[src/design/drq_pkg.sv]
// ----------------------------------------------------------------------------
// drq_pkg
// Shared types and codes for the tag ring queue with duplicate filter.
// ----------------------------------------------------------------------------
package drq_pkg;

  // default sizes
  localparam int QUEUE_DEPTH_DEF   = 16;
  localparam int MAX_TAG_BYTES_DEF = 8;

  // fixed field widths
  localparam int ACT_W    = 3;
  localparam int BYTES_W  = 64;
  localparam int LEN_W    = 4;
  localparam int STAMP_W  = 32;
  localparam int STATUS_W = 2;
  localparam int CNT_W    = 5;

  // action codes
  localparam logic [ACT_W-1:0] ACT_INSERT   = 3'd0;
  localparam logic [ACT_W-1:0] ACT_TAKE     = 3'd1;
  localparam logic [ACT_W-1:0] ACT_ABORT    = 3'd2;
  localparam logic [ACT_W-1:0] ACT_FINALIZE = 3'd3;
  localparam logic [ACT_W-1:0] ACT_CLEAR    = 3'd4;

  // status codes
  localparam logic [STATUS_W-1:0] STS_DONE  = 2'd0;
  localparam logic [STATUS_W-1:0] STS_DUP   = 2'd1;
  localparam logic [STATUS_W-1:0] STS_FULL  = 2'd2;
  localparam logic [STATUS_W-1:0] STS_EMPTY = 2'd3;

  typedef struct packed {
    logic [ACT_W-1:0]   action;
    logic [BYTES_W-1:0] tag_bytes;
    logic [LEN_W-1:0]   tag_length;
    logic [STAMP_W-1:0] in_stamp;
  } in_item_t;

  typedef struct packed {
    logic [BYTES_W-1:0]  out_tag_bytes;
    logic [LEN_W-1:0]    out_tag_length;
    logic [STAMP_W-1:0]  out_stamp;
    logic [STATUS_W-1:0] status;
    logic [CNT_W-1:0]    fill_count;
    logic [CNT_W-1:0]    taken_count;
  } out_item_t;

  // controller to datapath
  typedef struct packed {
    logic                load;
    logic                scan_start;
    logic                scan_step;
    logic                do_write;
    logic                take_rd;
    logic                abort;
    logic                finalize;
    logic                clear;
    logic                resp;
    logic                resp_rec;
    logic [STATUS_W-1:0] resp_status;
  } cmd_t;

  // datapath to controller
  typedef struct packed {
    logic [ACT_W-1:0] action;
    logic             full;
    logic             none_left;
    logic             scan_hit;
    logic             scan_end;
  } sts_t;

endpackage

[src/design/drq_ctrl.sv]
// ----------------------------------------------------------------------------
// drq_ctrl
// Sequencer: decodes the latched action, runs the duplicate scan and
// schedules the result transfer.
// ----------------------------------------------------------------------------
module drq_ctrl (
  input  logic          clk,
  input  logic          rst_n,
  input  logic          start,
  output logic          busy,
  input  drq_pkg::sts_t sts,
  output drq_pkg::cmd_t cmd
);

  typedef enum logic [1:0] {
    S_IDLE,
    S_EXEC,
    S_SCAN,
    S_RESP
  } state_t;

  state_t                        state_r, state_nxt;
  logic [drq_pkg::STATUS_W-1:0]  status_r, status_nxt;
  logic                          rec_r, rec_nxt;

  assign busy = (state_r != S_IDLE);

  always_comb begin
    cmd        = '0;
    state_nxt  = state_r;
    status_nxt = status_r;
    rec_nxt    = rec_r;
    unique case (state_r)
      S_IDLE: begin
        if (start) begin
          cmd.load  = 1'b1;
          state_nxt = S_EXEC;
        end
      end
      S_EXEC: begin
        state_nxt  = S_RESP;
        status_nxt = drq_pkg::STS_DONE;
        rec_nxt    = 1'b0;
        unique case (sts.action)
          drq_pkg::ACT_INSERT: begin
            if (sts.full) begin
              status_nxt = drq_pkg::STS_FULL;
            end else begin
              cmd.scan_start = 1'b1;
              state_nxt      = S_SCAN;
            end
          end
          drq_pkg::ACT_TAKE: begin
            if (sts.none_left) begin
              status_nxt = drq_pkg::STS_EMPTY;
            end else begin
              cmd.take_rd = 1'b1;
              rec_nxt     = 1'b1;
            end
          end
          drq_pkg::ACT_ABORT:    cmd.abort    = 1'b1;
          drq_pkg::ACT_FINALIZE: cmd.finalize = 1'b1;
          drq_pkg::ACT_CLEAR:    cmd.clear    = 1'b1;
          default: ;
        endcase
      end
      S_SCAN: begin
        cmd.scan_step = 1'b1;
        priority if (sts.scan_hit) begin
          status_nxt = drq_pkg::STS_DUP;
          state_nxt  = S_RESP;
        end else if (sts.scan_end) begin
          cmd.do_write = 1'b1;
          status_nxt   = drq_pkg::STS_DONE;
          state_nxt    = S_RESP;
        end else begin
          state_nxt = S_SCAN;
        end
      end
      S_RESP: begin
        cmd.resp        = 1'b1;
        cmd.resp_rec    = rec_r;
        cmd.resp_status = status_r;
        state_nxt       = S_IDLE;
      end
      default: state_nxt = S_IDLE;
    endcase
  end

  always_ff @(posedge clk) begin
    if (!rst_n) begin
      state_r  <= S_IDLE;
      status_r <= drq_pkg::STS_DONE;
      rec_r    <= 1'b0;
    end else begin
      state_r  <= state_nxt;
      status_r <= status_nxt;
      rec_r    <= rec_nxt;
    end
  end

endmodule

[src/design/drq_datapath.sv]
// ----------------------------------------------------------------------------
// drq_datapath
// Record memory, ring indices, counters, scan compare and result register.
// ----------------------------------------------------------------------------
module drq_datapath #(
  parameter int QUEUE_DEPTH   = drq_pkg::QUEUE_DEPTH_DEF,
  parameter int MAX_TAG_BYTES = drq_pkg::MAX_TAG_BYTES_DEF
) (
  input  logic               clk,
  input  logic               rst_n,
  input  drq_pkg::in_item_t  in_item,
  input  drq_pkg::cmd_t      cmd,
  output drq_pkg::sts_t      sts,
  output logic               out_valid,
  output drq_pkg::out_item_t out_item
);

  localparam int AW = (QUEUE_DEPTH > 1) ? $clog2(QUEUE_DEPTH) : 1;
  localparam int CW = $clog2(QUEUE_DEPTH + 1);
  localparam int SW = CW + 1;
  localparam int BW = 8 * MAX_TAG_BYTES;
  localparam int RW = BW + drq_pkg::LEN_W + drq_pkg::STAMP_W;
  localparam logic [SW-1:0] DEPTH_S = SW'(QUEUE_DEPTH);
  localparam logic [CW-1:0] DEPTH_C = CW'(QUEUE_DEPTH);
  localparam logic [AW-1:0] LAST_IDX = AW'(QUEUE_DEPTH - 1);
  localparam logic [drq_pkg::LEN_W-1:0] MAX_LEN = drq_pkg::LEN_W'(MAX_TAG_BYTES);

  // ring add with one subtract for wrap
  function automatic logic [AW-1:0] ring_add(input logic [AW-1:0] base,
                                             input logic [CW-1:0] ofs);
    logic [SW-1:0] sum;
    sum = SW'(base) + SW'(ofs);
    if (sum >= DEPTH_S) sum = sum - DEPTH_S;
    return sum[AW-1:0];
  endfunction

  logic [RW-1:0] mem [QUEUE_DEPTH];

  logic [drq_pkg::ACT_W-1:0]   act_r;
  logic [BW-1:0]               key_bytes_r;
  logic [drq_pkg::LEN_W-1:0]   key_len_r;
  logic [drq_pkg::STAMP_W-1:0] stamp_r;

  logic [AW-1:0] head_r, tail_r;
  logic [CW-1:0] count_r, pend_r;
  logic [CW-1:0] scan_k_r;
  logic          cmp_v_r;
  logic [RW-1:0] rd_data_r;

  logic                      out_valid_r;
  drq_pkg::out_item_t        out_item_r;

  // input masking and length saturation
  logic [drq_pkg::LEN_W-1:0] sat_len;
  logic [BW-1:0]             masked_bytes;

  assign sat_len = (in_item.tag_length > MAX_LEN) ? MAX_LEN : in_item.tag_length;

  for (genvar i = 0; i < MAX_TAG_BYTES; i++) begin : g_mask
    assign masked_bytes[i*8 +: 8] =
      (drq_pkg::LEN_W'(i) < sat_len) ? in_item.tag_bytes[i*8 +: 8] : 8'h00;
  end

  // stored record fields
  logic [BW-1:0]               rd_bytes;
  logic [drq_pkg::LEN_W-1:0]   rd_len;
  logic [drq_pkg::STAMP_W-1:0] rd_stamp;
  logic [drq_pkg::BYTES_W-1:0] rd_bytes_ext;

  assign {rd_bytes, rd_len, rd_stamp} = rd_data_r;

  for (genvar i = 0; i < 8; i++) begin : g_ext
    if (i < MAX_TAG_BYTES) begin : g_on
      assign rd_bytes_ext[i*8 +: 8] = rd_bytes[i*8 +: 8];
    end else begin : g_off
      assign rd_bytes_ext[i*8 +: 8] = 8'h00;
    end
  end

  // read port
  logic          scan_issue;
  logic          rd_en;
  logic [AW-1:0] rd_addr;

  assign scan_issue = cmd.scan_step && (scan_k_r < count_r);
  assign rd_en      = cmd.take_rd || scan_issue;
  assign rd_addr    = cmd.take_rd ? ring_add(head_r, pend_r) : ring_add(head_r, scan_k_r);

  always_ff @(posedge clk) begin
    if (rd_en) begin
      rd_data_r <= mem[rd_addr];
    end
    if (cmd.do_write) begin
      mem[tail_r] <= {key_bytes_r, key_len_r, stamp_r};
    end
  end

  // latched item
  always_ff @(posedge clk) begin
    if (cmd.load) begin
      act_r       <= in_item.action;
      key_bytes_r <= masked_bytes;
      key_len_r   <= sat_len;
      stamp_r     <= in_item.in_stamp;
    end
  end

  // ring bookkeeping
  always_ff @(posedge clk) begin
    if (!rst_n) begin
      head_r   <= '0;
      tail_r   <= '0;
      count_r  <= '0;
      pend_r   <= '0;
      scan_k_r <= '0;
      cmp_v_r  <= 1'b0;
    end else begin
      priority if (cmd.clear) begin
        head_r  <= '0;
        tail_r  <= '0;
        count_r <= '0;
        pend_r  <= '0;
      end else if (cmd.finalize) begin
        head_r  <= ring_add(head_r, pend_r);
        count_r <= count_r - pend_r;
        pend_r  <= '0;
      end else if (cmd.abort) begin
        pend_r <= '0;
      end else if (cmd.take_rd) begin
        pend_r <= pend_r + 1'b1;
      end else if (cmd.do_write) begin
        tail_r  <= (tail_r == LAST_IDX) ? '0 : tail_r + 1'b1;
        count_r <= count_r + 1'b1;
      end else begin
        pend_r <= pend_r;
      end
      if (cmd.scan_start) begin
        scan_k_r <= '0;
        cmp_v_r  <= 1'b0;
      end else if (cmd.scan_step) begin
        if (scan_issue) scan_k_r <= scan_k_r + 1'b1;
        cmp_v_r <= scan_issue;
      end
    end
  end

  // status to controller
  assign sts.action    = act_r;
  assign sts.full      = (count_r == DEPTH_C);
  assign sts.none_left = (pend_r >= count_r);
  assign sts.scan_hit  = cmp_v_r && (rd_len == key_len_r) && (rd_bytes == key_bytes_r);
  assign sts.scan_end  = !cmp_v_r && (scan_k_r >= count_r);

  // result register, counts widened then cut to the field width
  logic [CW+drq_pkg::CNT_W-1:0] count_ext, pend_ext;

  assign count_ext = {{drq_pkg::CNT_W{1'b0}}, count_r};
  assign pend_ext  = {{drq_pkg::CNT_W{1'b0}}, pend_r};

  always_ff @(posedge clk) begin
    if (!rst_n) begin
      out_valid_r <= 1'b0;
    end else begin
      out_valid_r <= cmd.resp;
    end
  end

  always_ff @(posedge clk) begin
    if (cmd.resp) begin
      out_item_r.out_tag_bytes  <= cmd.resp_rec ? rd_bytes_ext : '0;
      out_item_r.out_tag_length <= cmd.resp_rec ? rd_len : '0;
      out_item_r.out_stamp      <= cmd.resp_rec ? rd_stamp : '0;
      out_item_r.status         <= cmd.resp_status;
      out_item_r.fill_count     <= count_ext[drq_pkg::CNT_W-1:0];
      out_item_r.taken_count    <= pend_ext[drq_pkg::CNT_W-1:0];
    end
  end

  assign out_valid = out_valid_r;
  assign out_item  = out_item_r;

endmodule

[src/design/dedup_ring_queue_with_pending_take_top.sv]
// ----------------------------------------------------------------------------
// dedup_ring_queue_with_pending_take_top
// Ring queue of tag records with duplicate filter on insert and two-phase
// removal (take, abort, finalize), plus clear.
//
//   channel  ports                      transfer
//   -------  -------------------------  -------------------------------------
//   input    start, busy, in_item       start high while busy low
//   result   out_valid, out_item        out_valid high for one cycle
//
// one result per item; take, abort, finalize, clear, spare codes and inserts
// dropped as full pass through the execute and response states to the registered result strobe
// an insert reads the held entries one a cycle through the one memory port,
// stopping early on a duplicate hit
// busy stays high until the result is registered; the receiver cannot stall
// reset clears indices and counters; record memory content is not cleared
// ----------------------------------------------------------------------------
module dedup_ring_queue_with_pending_take_top #(
  parameter int QUEUE_DEPTH   = drq_pkg::QUEUE_DEPTH_DEF,
  parameter int MAX_TAG_BYTES = drq_pkg::MAX_TAG_BYTES_DEF
) (
  input  logic               clk,
  input  logic               rst_n,
  input  logic               start,
  output logic               busy,
  input  drq_pkg::in_item_t  in_item,
  output logic               out_valid,
  output drq_pkg::out_item_t out_item
);

  drq_pkg::cmd_t cmd;
  drq_pkg::sts_t sts;

  drq_ctrl u_ctrl (
    .clk   (clk),
    .rst_n (rst_n),
    .start (start),
    .busy  (busy),
    .sts   (sts),
    .cmd   (cmd)
  );

  drq_datapath #(
    .QUEUE_DEPTH   (QUEUE_DEPTH),
    .MAX_TAG_BYTES (MAX_TAG_BYTES)
  ) u_datapath (
    .clk       (clk),
    .rst_n     (rst_n),
    .in_item   (in_item),
    .cmd       (cmd),
    .sts       (sts),
    .out_valid (out_valid),
    .out_item  (out_item)
  );

endmodule
[config.mk]
export PLATFORM = sky130hd
export DESIGN_NAME = dedup_ring_queue_with_pending_take_top
export DESIGN_NICKNAME = d
export VERILOG_FILES = /design/src/design/drq_pkg.sv /design/src/design/drq_ctrl.sv /design/src/design/drq_datapath.sv /design/src/design/dedup_ring_queue_with_pending_take_top.sv
export SDC_FILE = /design/constraint.sdc
export NUM_CORES = 2
export LEC_CHECK = 0
export BUFFER_PORTS_ARGS = -buffer_cell sky130_fd_sc_hd__buf_2
export CAP_MARGIN = 20
export CORE_MARGIN = 5
export CORE_UTILIZATION = 35
export DETAILED_ROUTE_END_ITERATION = 7
export SLEW_MARGIN = 20
export SYNTH_ARGS = -nofsm -noshare
export SYNTH_HDL_FRONTEND = slang
export SYNTH_SLANG_ARGS = --single-unit
export TNS_END_PERCENT = 10
[constraint.sdc]
create_clock -name clk -period 10.08 [get_ports clk]
set_clock_uncertainty 0.05 [all_clocks]
set_input_delay 1.512 -clock clk [delete_from_list [all_inputs] [get_ports clk]]
set_output_delay 1.512 -clock clk [all_outputs]
set_load 0.01 [all_outputs]
==> metrics <==
port bufs 219; gr busiest metal met2; post-DP HPWL roughly 110000 um; FF-to-FF path depth 11; max_cap viols 0; ys flop type edfxtp_1; Fin Setup TNS 0 ns; I/O Pins 220; hold_sp u_datapath.pend_r[4]; CP endpoint kind register; routing usage on met1 26.3%; clk_lat worst skew 0.81 ns; core box area ~0.21 mm2; first-pass GRT wire length approximately 300000 um; top post-synthesis cells by area edfxtp_1 (77%), a221oi_1 (4.7%), a21oi_1 (4.1%); Post-DRT Antenna Nets 0; CP max stage delay roughly 0.84 ns; Synth area leader edfxtp_1; VDD IR-drop max ~0.0002 V; Wirelength per Cell around 27 um; Avg Cell Area, Syn between 15 and 20 um2; Netlist cell types a little over 60; most frequent cells in the layout edfxtp_1 (1915), nand2_1 (620), a21oi_1 (614); GP Congestion approximately 0.8; FFs w/ async S/R, synth 0%; TritonCTS Sinks 1945; Static Leakage about 27 nW; max_slew headroom about a quarter; largest net degree at the start of global routing about 200; drt total wl 212000 um; layout cells sized above 1 between 10% and 20%; CTS Buf Count between 150 and 200; design area about 0.085 mm2; vias in the first global route roughly 42000; Critical-path top delay cell buf_4; Critical Path Most Common Cell buf_4; most common cell after layout, fill and taps aside edfxtp_1; Starting Density around a third; synthesized cell area 0.0747 mm2; RR Startpoint u_datapath.pend_r[1]; fin crit period 4.90 ns; R2R Setup Slk 5.18 ns; WHS Path Cells 0; Setup CP Type reg2reg; die width 472 um; Pwr Density roughly 230 mW/mm2; final setup fails 0; final hold vios 0; hold worst-path end u_datapath.out_item[4]; Max Buffers Root-to-Sink 3; Area Growth Syn to Fin 13.8%; first-pass iteration count of the detailed router 6; Synth Register Bits 1945; crit path max fanout 69; # DRC 0; initial antenna violation count 26; Die Y 472 um; DP Area between 0.07 and 0.08 mm2; status finished, final reports clean; Post-synth EDFFs ~1900; period utilization between 40 and 50%; max frequency approximately 200 MHz; Mapped Cells ~4700; startpoint types register; Max H-tree Level 4; TritonCTS clock tree built; CP Data Required Time about 11 ns; post-synthesis net count just under 5000; RSZ-0062 raised after global routing no; share of the synthesized area in the top cell type 77.0%; Slew Limit Fails 0; 1st-iter DRT viols ~5300; number of warning messages in the yosys log 0; Vias/cell around 5.5; worst-path cell chain inv_1, ha_1, nor2b_1, o31a_1, o21ai_1, a21oi_4, buf_4, buf_4, mux2i_1, a221oi_1, or4_1; critical path arrival roughly 5.4 ns; Hold-fix buffers, CTS 0; sequential-to-total area share from yosys stat a little under 80%; Vias 43600; GR Util All Layers between 15 and 20%; Hold Path Class reg2reg; crit path from u_datapath.pend_r[1]; row count 169; worst r2r dst u_datapath.rd_data_r[67]; GRT overflow 0; # nets final 5013; Post-CTS Repair Setup Buffers 0; die area approximately 0.22 mm2; Worst-Margin Slew about 1.1 ns; Worst-path clk slew about 0.06 ns; number of gates resized after CTS 0; met3 GRT Util 3.39%; hold_ws about 0.39 ns; M2 GR Usage between 20% and 30%; CTS root buf clkbuf_16
-- per-layer routing --
layer | part of all wire (%) | up-vias
li1 | - | 18900
met1 | 43 | 22400
met2 | 47 | 2066
met3 | 8.1 | 265
met4 | 2.0 | 2
met5 | 0.0061 | -
-- layout make-up --
cell class	instances	area (um2)
clock buffer	215	4780
fill	19200	127000
multi-input combinational	2401	15300
inverter	50	188
tap	2821	3530
clock inverter	134	1240
antenna	9	22.5
timing repair buffer	291	1870
sequential	1945	58100
-- through the flow --
step	total power [mW]	setup slack [ns]	instances	utilization [%]
floorplan	12.0	0.803	4712	-
global placement	13.0	5.29	7508	37.2
detailed placement	13.0	5.22	7508	37.2
CTS	19.9	5.21	7857	40.0
global route	20.6	4.87	7862	40.0
finish	19.8	5.18	7866	40.0
-- worst max-delay path by stage --
stage / to / slack [ns] / cells past startpoint
global route: u_datapath.rd_data_r[66] / 4.87 / 11
global placement: u_datapath.rd_data_r[56] / 5.29 / 11
floorplan: u_datapath.mem[1][0] / 0.80 / 10
finish: u_datapath.rd_data_r[67] / 5.18 / 11
CTS: u_datapath.rd_data_r[62] / 5.21 / 11
detailed placement: u_datapath.rd_data_r[56] / 5.22 / 11
-- sequential cells by signal, summed over array words and instances, names as in the netlist --
signal / count
u_datapath.head_r: 4
u_datapath.count_r: 5
u_datapath.scan_k_r: 5
u_datapath.key_len_r: 4
u_datapath.rd_data_r: 100
u_datapath.stamp_r: 32
u_datapath.mem: 1600
u_datapath.pend_r: 5
u_ctrl.state_r: 2
u_ctrl.rec_r: 1
u_datapath.key_bytes_r: 64
u_datapath.out_item: 112
u_datapath.act_r: 3
u_ctrl.status_r: 2
u_datapath.tail_r: 4
u_datapath.out_valid: 1
u_datapath.cmp_v_r: 1
-- critical path, delay by kind of cell (launching register included) --
kind,cells,cell delay [ns]
fa+ha+maj,1,0.31
simple gates,2,0.89
buf+inv,3,1.57
mux,1,0.27
compound gates,4,0.85
flops,1,0.58
-- cell families after synthesis --
family	after synthesis	synth area share, %
buf+inv	366	2.07
fa+ha+maj	32	0.566
compound gates	1096	9.66
flops	1945	77.8
mux	207	2.82
xor+xnor	64	0.750
simple gates	1002	6.36
-- cells in the mapped netlist (36+ instances only) --
cell type and n:
edfxtp_1 1915, nand2_1 622, a21oi_1 616, a221oi_1 403, clkbuf_1 211, mux2i_1 203
and3_1 103, or4_1 103, buf_2 79, nor2b_1 65, inv_1 50, xnor2_1 36
-- report_power, final --
group          total (mW)  switching (mW)  internal (mW)  leakage [nW]
clock network        6.96            3.06           3.90          2.96
registers            10.4           0.600           9.80          17.6
logic                2.47            1.70          0.772          6.76
total                19.8            5.36           14.5          27.3
No activity file was read; power rests on OpenSTA's default activity.
